File: config.mk
export PLATFORM = sky130hd
export DESIGN_NAME = least_loaded_routee_selector_unit
export DESIGN_NICKNAME = d
export VERILOG_FILES = /design/src/design/llrs_pkg.sv /design/src/design/least_loaded_routee_selector_unit.sv /design/src/design/llrs_ram.sv
export SDC_FILE = /design/constraint.sdc
export NUM_CORES = 2
export LEC_CHECK = 0
export BUFFER_PORTS_ARGS = -buffer_cell sky130_fd_sc_hd__buf_2
export CAP_MARGIN = 20
export CORE_ASPECT_RATIO = 0.6
export CORE_MARGIN = 1
export CORE_UTILIZATION = 25
export CTS_CLUSTER_SIZE = 28
export DETAILED_ROUTE_END_ITERATION = 16
export SETUP_SLACK_MARGIN = 0.5
export SLEW_MARGIN = 20
export SYNTH_ARGS = -nofsm -noshare
export SYNTH_HDL_FRONTEND = slang
export SYNTH_SLANG_ARGS = --single-unit
File: constraint.sdc
create_clock -name i_clk -period 20.8 [get_ports i_clk]
set_clock_uncertainty 0.1 [all_clocks]
set_input_delay 2.08 -clock i_clk [delete_from_list [all_inputs] [get_ports i_clk]]
set_output_delay 2.08 -clock i_clk [all_outputs]
set_load 0.01 [all_outputs]
File: src/design/llrs_pkg.sv
package llrs_pkg;

    localparam logic [1:0] OP_ADD    = 2'd0;
    localparam logic [1:0] OP_REMOVE = 2'd1;
    localparam logic [1:0] OP_UPDATE = 2'd2;
    localparam logic [1:0] OP_SELECT = 2'd3;

    localparam logic [1:0] ST_OK        = 2'd0;
    localparam logic [1:0] ST_FULL      = 2'd1;
    localparam logic [1:0] ST_NOT_FOUND = 2'd2;

    localparam logic [1:0] MODE_RANDOM   = 2'd1;
    localparam logic [1:0] MODE_REQUESTS = 2'd2;

    typedef struct packed {
        logic [1:0]  opcode;
        logic [15:0] session_id;
        logic [31:0] buffer_size;
        logic [63:0] send_time;
        logic [31:0] sent_count;
        logic [31:0] request_count;
        logic [15:0] random_value;
    } t_in;

    typedef struct packed {
        logic [1:0]  status;
        logic [15:0] chosen_session;
        logic [31:0] chosen_buffer_size;
        logic [4:0]  entry_count;
    } t_out;

    typedef struct packed {
        logic [15:0] id;
        logic [31:0] buffer_size;
        logic [63:0] send_time;
        logic [31:0] sent_count;
        logic [31:0] request_count;
    } t_entry;

endpackage

File: src/design/least_loaded_routee_selector_unit.sv
// channel  | signals                      | transfer
// input    | i_valid, o_ready, i_data     | item taken when i_valid and o_ready
// output   | o_valid, i_ready, o_data     | item taken when o_valid and i_ready
// config   | i_cfg_we, i_cfg_wdata        | select mode written when i_cfg_we
// add writes the new entry's id; remove and update scan ids at one entry a cycle through the
// table ram read port, then remove moves each later entry down one a cycle. select runs a
// bit-serial modulo of the random value, then reads the start entry and, except in random
// mode, every entry in turn. one item at a time; o_ready is low while busy.
// a result waits in the output register; the next item may run until its own result
// is due. synchronous active low reset clears count, request valid bits and control.
module least_loaded_routee_selector_unit #(
    parameter int MAX_ROUTEES = 16
) (
    input  logic          i_clk,
    input  logic          i_rst_n,
    input  logic          i_valid,
    output logic          o_ready,
    input  llrs_pkg::t_in i_data,
    output logic          o_valid,
    input  logic          i_ready,
    output llrs_pkg::t_out o_data,
    input  logic          i_cfg_we,
    input  logic [1:0]    i_cfg_wdata
);
    import llrs_pkg::*;

    localparam int AW = (MAX_ROUTEES > 1) ? $clog2(MAX_ROUTEES) : 1;
    localparam int CW = $clog2(MAX_ROUTEES + 1);
    localparam int EW = $bits(t_entry);

    localparam logic [2:0] S_IDLE  = 3'd0;
    localparam logic [2:0] S_ADD   = 3'd1;
    localparam logic [2:0] S_FIND  = 3'd2;
    localparam logic [2:0] S_UPD   = 3'd3;
    localparam logic [2:0] S_SHIFT = 3'd4;
    localparam logic [2:0] S_MOD   = 3'd5;
    localparam logic [2:0] S_SCAN  = 3'd6;
    localparam logic [2:0] S_FIN   = 3'd7;

    logic [2:0]             r_state;
    t_in                    r_in;
    logic [1:0]             r_mode;
    logic [CW-1:0]          r_total;
    logic [MAX_ROUTEES-1:0] r_reqv;
    logic [CW-1:0]          r_idx;
    logic [AW-1:0]          r_start;
    logic                   r_first;
    logic                   r_issue;
    logic                   r_pv;
    logic                   r_pfirst;
    logic [AW-1:0]          r_pidx;
    logic [AW-1:0]          r_k;
    logic                   r_found;
    logic [CW-1:0]          r_rem;
    logic [15:0]            r_dvd;
    logic [4:0]             r_cnt;
    logic [1:0]             r_status;
    logic [15:0]            r_cid;
    logic [31:0]            r_cbuf;
    logic [63:0]            r_ctime;
    logic [31:0]            r_csent;
    logic [31:0]            r_creq;
    logic                   r_ovalid;
    t_out                   r_out;

    logic                   ram_we;
    logic [AW-1:0]          ram_waddr;
    t_entry                 ram_wdata;
    logic                   ram_re;
    logic [AW-1:0]          ram_raddr;
    logic [EW-1:0]          ram_rdata;
    t_entry                 rd;
    logic [31:0]            rd_req;
    logic                   take;
    logic [CW:0]            mod_try;
    logic [CW:0]            mod_tot;
    logic [CW+4:0]          cnt_ext;
    logic                   last_issue;

    llrs_ram #(.WIDTH(EW), .DEPTH(MAX_ROUTEES)) u_ram (
        .i_clk   (i_clk),
        .i_we    (ram_we),
        .i_waddr (ram_waddr),
        .i_wdata (ram_wdata),
        .i_re    (ram_re),
        .i_raddr (ram_raddr),
        .o_rdata (ram_rdata)
    );

    assign rd         = t_entry'(ram_rdata);
    assign rd_req     = r_reqv[r_pidx] ? rd.request_count : 32'd0;
    assign mod_try    = {r_rem, r_dvd[15]};
    assign mod_tot    = {1'b0, r_total};
    assign cnt_ext    = {5'd0, r_total};
    assign last_issue = (r_idx == r_total - CW'(1));

    // read address sequencing shared by find, shift and select scans
    always_comb begin
        ram_re    = 1'b0;
        ram_raddr = r_idx[AW-1:0];
        if ((r_state == S_FIND || r_state == S_SHIFT || r_state == S_SCAN) && r_issue &&
            !(r_state == S_SCAN && r_cnt == 5'd16)) begin
            ram_re = 1'b1;
            if (r_state == S_SCAN && r_first) begin
                ram_raddr = r_start;
            end
        end
    end

    always_comb begin
        ram_we    = 1'b0;
        ram_waddr = r_k;
        ram_wdata = '0;
        unique case (r_state)
            S_ADD: begin
                ram_we       = (r_status == ST_OK);
                ram_waddr    = r_total[AW-1:0];
                ram_wdata.id = r_in.session_id;
            end
            S_UPD: begin
                ram_we    = 1'b1;
                ram_waddr = r_k;
                ram_wdata = '{r_in.session_id, r_in.buffer_size, r_in.send_time,
                              r_in.sent_count, r_in.request_count};
            end
            S_SHIFT: begin
                ram_we    = r_pv;
                ram_waddr = r_pidx - AW'(1);
                ram_wdata = rd;
            end
            default: begin
                ram_we = 1'b0;
            end
        endcase
    end

    // candidate replacement in the select scan
    always_comb begin
        take = 1'b0;
        if (r_mode == MODE_REQUESTS) begin
            take = (rd_req < r_creq);
        end else if (rd.buffer_size == r_cbuf) begin
            take = (r_ctime > rd.send_time) ||
                   ((r_ctime == rd.send_time) && (rd.sent_count < r_csent));
        end else begin
            take = (r_cbuf > rd.buffer_size);
        end
    end

    always_ff @(posedge i_clk) begin
        if (!i_rst_n) begin
            r_state  <= S_IDLE;
            r_mode   <= 2'd0;
            r_total  <= '0;
            r_reqv   <= '0;
            r_issue  <= 1'b0;
            r_pv     <= 1'b0;
            r_ovalid <= 1'b0;
        end else begin
            if (i_cfg_we) begin
                r_mode <= i_cfg_wdata;
            end
            if (r_ovalid && i_ready) begin
                r_ovalid <= 1'b0;
            end
            r_pv     <= ram_re;
            r_pidx   <= ram_raddr;
            r_pfirst <= r_first;

            unique case (r_state)
                S_IDLE: begin
                    if (i_valid) begin
                        r_in     <= i_data;
                        r_status <= ST_OK;
                        r_cid    <= '0;
                        r_cbuf   <= '0;
                        r_idx    <= '0;
                        r_found  <= 1'b0;
                        unique case (i_data.opcode)
                            OP_ADD: begin
                                if (r_total == CW'(MAX_ROUTEES)) begin
                                    r_status <= ST_FULL;
                                end
                                r_state <= S_ADD;
                            end
                            OP_SELECT: begin
                                r_rem   <= '0;
                                r_dvd   <= i_data.random_value;
                                r_cnt   <= '0;
                                if (r_total == '0) begin
                                    r_status <= ST_NOT_FOUND;
                                    r_state  <= S_FIN;
                                end else begin
                                    r_state <= S_MOD;
                                end
                            end
                            default: begin
                                if (r_total == '0) begin
                                    r_status <= ST_NOT_FOUND;
                                    r_state  <= S_FIN;
                                end else begin
                                    r_issue <= 1'b1;
                                    r_state <= S_FIND;
                                end
                            end
                        endcase
                    end
                end
                S_ADD: begin
                    if (r_status == ST_OK) begin
                        r_total <= r_total + CW'(1);
                        r_reqv  <= '0;
                    end
                    r_state <= S_FIN;
                end
                S_FIND: begin
                    if (r_issue) begin
                        if (last_issue) begin
                            r_issue <= 1'b0;
                        end
                        r_idx <= r_idx + CW'(1);
                    end
                    if (r_pv && !r_found && rd.id == r_in.session_id) begin
                        r_found <= 1'b1;
                        r_k     <= r_pidx;
                        r_issue <= 1'b0;
                    end
                    if (!r_issue && !r_pv) begin
                        if (!r_found) begin
                            r_status <= ST_NOT_FOUND;
                            r_state  <= S_FIN;
                        end else if (r_in.opcode == OP_UPDATE) begin
                            r_state <= S_UPD;
                        end else begin
                            r_idx   <= CW'(r_k) + CW'(1);
                            r_issue <= ((CW'(r_k) + CW'(1)) < r_total);
                            r_state <= S_SHIFT;
                        end
                    end
                end
                S_UPD: begin
                    r_reqv[r_k] <= 1'b1;
                    r_state     <= S_FIN;
                end
                S_SHIFT: begin
                    if (r_issue) begin
                        if (last_issue) begin
                            r_issue <= 1'b0;
                        end
                        r_idx <= r_idx + CW'(1);
                    end
                    if (!r_issue && !r_pv) begin
                        for (int i = 0; i < MAX_ROUTEES - 1; i++) begin
                            if (i >= int'(r_k)) begin
                                r_reqv[i] <= r_reqv[i + 1];
                            end
                        end
                        r_reqv[MAX_ROUTEES-1] <= 1'b0;
                        r_total <= r_total - CW'(1);
                        r_state <= S_FIN;
                    end
                end
                S_MOD: begin
                    // restoring remainder, one dividend bit a cycle
                    if (mod_try >= mod_tot) begin
                        r_rem <= CW'(mod_try - mod_tot);
                    end else begin
                        r_rem <= mod_try[CW-1:0];
                    end
                    r_dvd <= {r_dvd[14:0], 1'b0};
                    r_cnt <= r_cnt + 5'd1;
                    if (r_cnt == 5'd15) begin
                        r_first <= 1'b1;
                        r_issue <= 1'b1;
                        r_idx   <= '0;
                        r_state <= S_SCAN;
                    end
                end
                S_SCAN: begin
                    if (r_cnt == 5'd16) begin
                        // remainder is ready: mode 2 always starts at entry zero
                        r_start <= (r_mode == MODE_REQUESTS) ? '0 : r_rem[AW-1:0];
                        r_cnt   <= '0;
                    end
                    if (r_issue && r_cnt != 5'd16) begin
                        if (r_first) begin
                            r_first <= 1'b0;
                            if (r_mode == MODE_RANDOM) begin
                                r_issue <= 1'b0;
                            end
                        end else begin
                            if (last_issue) begin
                                r_issue <= 1'b0;
                            end
                            r_idx <= r_idx + CW'(1);
                        end
                    end
                    if (r_pv && (r_pfirst || (r_pidx != r_start && take))) begin
                        r_cid   <= rd.id;
                        r_cbuf  <= rd.buffer_size;
                        r_ctime <= rd.send_time;
                        r_csent <= rd.sent_count;
                        r_creq  <= rd_req;
                    end
                    if (!r_issue && !r_pv) begin
                        r_state <= S_FIN;
                    end
                end
                S_FIN: begin
                    if (!r_ovalid || i_ready) begin
                        r_ovalid                 <= 1'b1;
                        r_out.status             <= r_status;
                        r_out.chosen_session     <= (r_status == ST_OK) ? r_cid : '0;
                        r_out.chosen_buffer_size <= (r_status == ST_OK) ? r_cbuf : '0;
                        r_out.entry_count        <= cnt_ext[4:0];
                        r_state                  <= S_IDLE;
                    end
                end
                default: begin
                    r_state <= S_IDLE;
                end
            endcase
        end
    end

    // first scan cycle is spent latching the start index, so the read port idles
    // while r_cnt still shows the finished modulo count
    assign o_ready = (r_state == S_IDLE);
    assign o_valid = r_ovalid;
    assign o_data  = r_out;
endmodule

File: src/design/llrs_ram.sv
module llrs_ram #(
    parameter int WIDTH = 8,
    parameter int DEPTH = 16
) (
    input  logic                     i_clk,
    input  logic                     i_we,
    input  logic [$clog2(DEPTH)-1:0] i_waddr,
    input  logic [WIDTH-1:0]         i_wdata,
    input  logic                     i_re,
    input  logic [$clog2(DEPTH)-1:0] i_raddr,
    output logic [WIDTH-1:0]         o_rdata
);
    logic [WIDTH-1:0] r_mem [DEPTH];
    logic [WIDTH-1:0] r_rdata;

    always_ff @(posedge i_clk) begin
        if (i_we) begin
            r_mem[i_waddr] <= i_wdata;
        end
        if (i_re) begin
            r_rdata <= r_mem[i_raddr];
        end
    end

    assign o_rdata = r_rdata;
endmodule
==> impl_results.md <==
* Critical path's most frequent cell: buf_4
* Initial core utilization at 25.2%
* Slew Limit Headroom at 20.4%
* WL final at 403 mm
* RR Startpoint: r_state[1]$_SDFFE_PN0P_
* Synthesized area at 139000 um^2
* CTS sink count at 3478
* Hold path startpoint: u_ram.o_rdata[65]$_DFFE_PP_
* Final setup viols at 0
* PwrDens at 134 nW/um^2
* Total GRT Usage at 13.7%
* Status: completed
* Simple-gate area share of the yosys netlist at 15.3%
* Cell family with most CP delay: buffers and inverters
* Final hold violations at 0
* H-tree Lvls at 5
* Adder-Cell Fraction of Synth Area at 1.64%
* Core box area at 553000 um^2
* Most frequent cells in the layout: 3449 x edfxtp_1, 2985 x nand2_1, 1429 x nand3_1
* Die width at 966 um
* Largest family of logic cells by synthesized area: simple AND/OR/NAND/NOR gates
* WL met3 at 31.6 mm
* Hold Crit Class: register to register
* Mux cell area share after synthesis at 0.262%
* Synth Net Count at 10921
* Initial antenna violation count at 28
* CP Class: register to register
* Synth Area in XOR/XNOR at 0.312%
* Max Fclk at 126 MHz
* Worst path cell trace: and3b_1, nand4_4, mux2i_4, buf_12, buf_12, buf_4, buf_4, buf_4, buf_4, buf_4, nand2_1, and3_1, a311oi_1, a311oi_1, a31oi_1
* Min cycle time layout at 7.92 ns
* Clk slew on worst S/H paths at 0.07 ns
* GRT overflow at 0
* WHS at 0.327 ns
* Layout cells sized above 1 at 9.74%
* Slew Viols, Final at 0
* Postcts setup bufs at 0
* Core Rows at 211
* Setup TNS at 0 ns
* Critical path startpoint category: register
* Routed via count at 86738
* Logic pwr share at 28.1%
* Max Used Layer: met5
* Crit path depth at 15
* ANT nets after route at 0
* Buf/Inv on CP at 7
* GP Congestion at 0.793
* Number of global-route vias before repair at 81314
* Most common cell after layout, fill and taps aside: edfxtp_1
* Post-synthesis compound-gate area fraction at 5.09%
* Iteration-0 DRC Markers at 10677
* Synthesized flop and latch total at 3478
* Worst Setup SP: r_state[1]$_SDFFE_PN0P_
* Clk pwr share at 29.2%
* Sw power at 7.47 mW
* Global-route wire length before repair at 580 mm
* Vias per Instance at 4.72
* Wirelength per Cell at 21.9 um
* PostCTS Resize Cnt at 0
* Synth-to-Final Area Change at 15.3%
* Max_cap viols at 0
* Cts bufs inserted at 349
* Period utilization at 38.1%
* PortBufs at 257
* R2r worst-path depth at 15
* Critical Path RT at 21.54 ns
* Sequential cell area fraction in the yosys report at 74.8%
* Leakage at 55.0 nW
* Cts hold-fix bufs at 0
* Dpl hpwl at 213 mm
* First drt pass iteration count at 7
* Reg area at 104000 um^2
* Critical path fanouts, max at 179
* Most used flip-flop cell after synthesis: edfxtp_1
* Post-synthesis cell type count at 63
* DRC violations left at 0
* Sw frac at 34.8%
* Hold Crit Depth at 0
* Worst-case clock buffer depth at 4
* Ys async rst share at 0%
* Fill cells at 55539
* Die Ht at 580 um
* Io pins at 258
* Worst-Skew Late Latency at 1.01 ns
* Worst setup EP type: register
* Synthesized area per cell at 13.2 um^2
* Met1 wire length at 185 mm
* Cell internal pwr at 14.0 mW
* Met2 WL at 176 mm
* IR Drop Worst-Case VDD at 101 uV
* EDFF count, synth at 3449
* Die area at 560000 um^2
* Total Nets Final at 11127
* CTS root buf: clkbuf_16
* Yosys warnings at 0
* CTS tree: yes
* Largest net degree at the start of global routing at 180
* CP peak stage delay at 0.83 ns
* Worst-Margin Slew at 1.18 ns
* Syn Inst Count at 10538
* Critical path's slowest cell: buf_4
* WP data arrival at 8.66 ns
* RSZ-0062 raised after global routing: false
* Sequential Power Share at 42.7%
* Area of the multi-input gates at 31800 um^2
[sequential cells by signal, indices dropped and copies added (netlist names), 32 cells and up]
| signal | count |
|---|---|
| u_ram.o_rdata | 176 |
| r_in | 178 |
| r_cbuf | 32 |
| r_csent | 32 |
| r_creq | 32 |
| u_ram.r_mem | 2816 |
| r_ctime | 64 |
| o_data | 55 |
[metrics by stage]
step | utilization (%) | area (um^2) | cells | power [mW] | setup slack, ns
6_report | 29.1 | 161000 | 18375 | 21.5 | 12.88
5_1_grt | 29.1 | 161000 | 18372 | 22.4 | 12.45
4_1_cts | 29.0 | 161000 | 18369 | 21.6 | 12.90
3_5_place_dp | 27.0 | 149000 | 17739 | 15.3 | 12.90
3_3_place_gp | 27.0 | 149000 | 17738 | 15.2 | 13.00
2_1_floorplan | - | 139000 | 10538 | 13.3 | 6.82
[synth_stat cells, types with 147 or more instances]
master / count / area [um^2]
edfxtp_1: 3449 / 104000
nand2_1: 2986 / 11200
nand3_1: 1429 / 7150
a311oi_1: 365 / 3200
buf_2: 320 / 1600
clkbuf_1: 315 / 1180
inv_1: 194 / 728
a31oi_1: 185 / 1160
ha_1: 181 / 2260
and3_1: 180 / 1130
o21ai_0: 160 / 801
nor2_1: 147 / 552
[final timing paths]
path / to / slack, ns
max: u_ram.o_rdata[76]$_DFFE_PP_ / 12.88
min: r_ctime[1]$_DFFE_PP_ / 0.33
max reg2reg: u_ram.o_rdata[76]$_DFFE_PP_ / 12.88
min reg2reg: r_ctime[1]$_DFFE_PP_ / 0.33
[layer usage]
metal,global-route usage [%],up-vias
met5,0,-
met4,3.07,8
met3,2.29,542
met2,20.6,3417
met1,20.6,43595
li1,-,39176
[kinds of logic (layout without fill, tap and decap cells)]
group                    after synthesis  count (layout)
AND/OR/NAND/NOR                     4949            4949
flip-flops                          3478            3478
AO/OA/AOI/OAI                        989             989
buffers and inverters                864            1349
adder cells (fa/ha/maj)              182             182
XOR/XNOR                              48              48
multiplexers                          28              28
other                                  0               4
[power by group through the flow]
stage / combinational [mW] / clock, mW / sequential (mW)
global route: 6.61 / 6.64 / 9.20
global placement: 5.94 / 0 / 9.30
detailed placement: 6.01 / 0 / 9.31
CTS: 6.03 / 6.39 / 9.16
finish: 6.03 / 6.26 / 9.16
floorplan: 3.99 / 0 / 9.29
[final cells by class]
cell class	count	share of cell area [%]
clock inverters	199	1.21
clock buffers	431	5.71
repair buffers	520	2.20
flip-flops and latches	3478	64.8
diodes	4	0.00623
inverters	199	0.479
well taps	7348	5.72
multi-input cells	6196	19.8
Power figures use the tool's default switching activity.
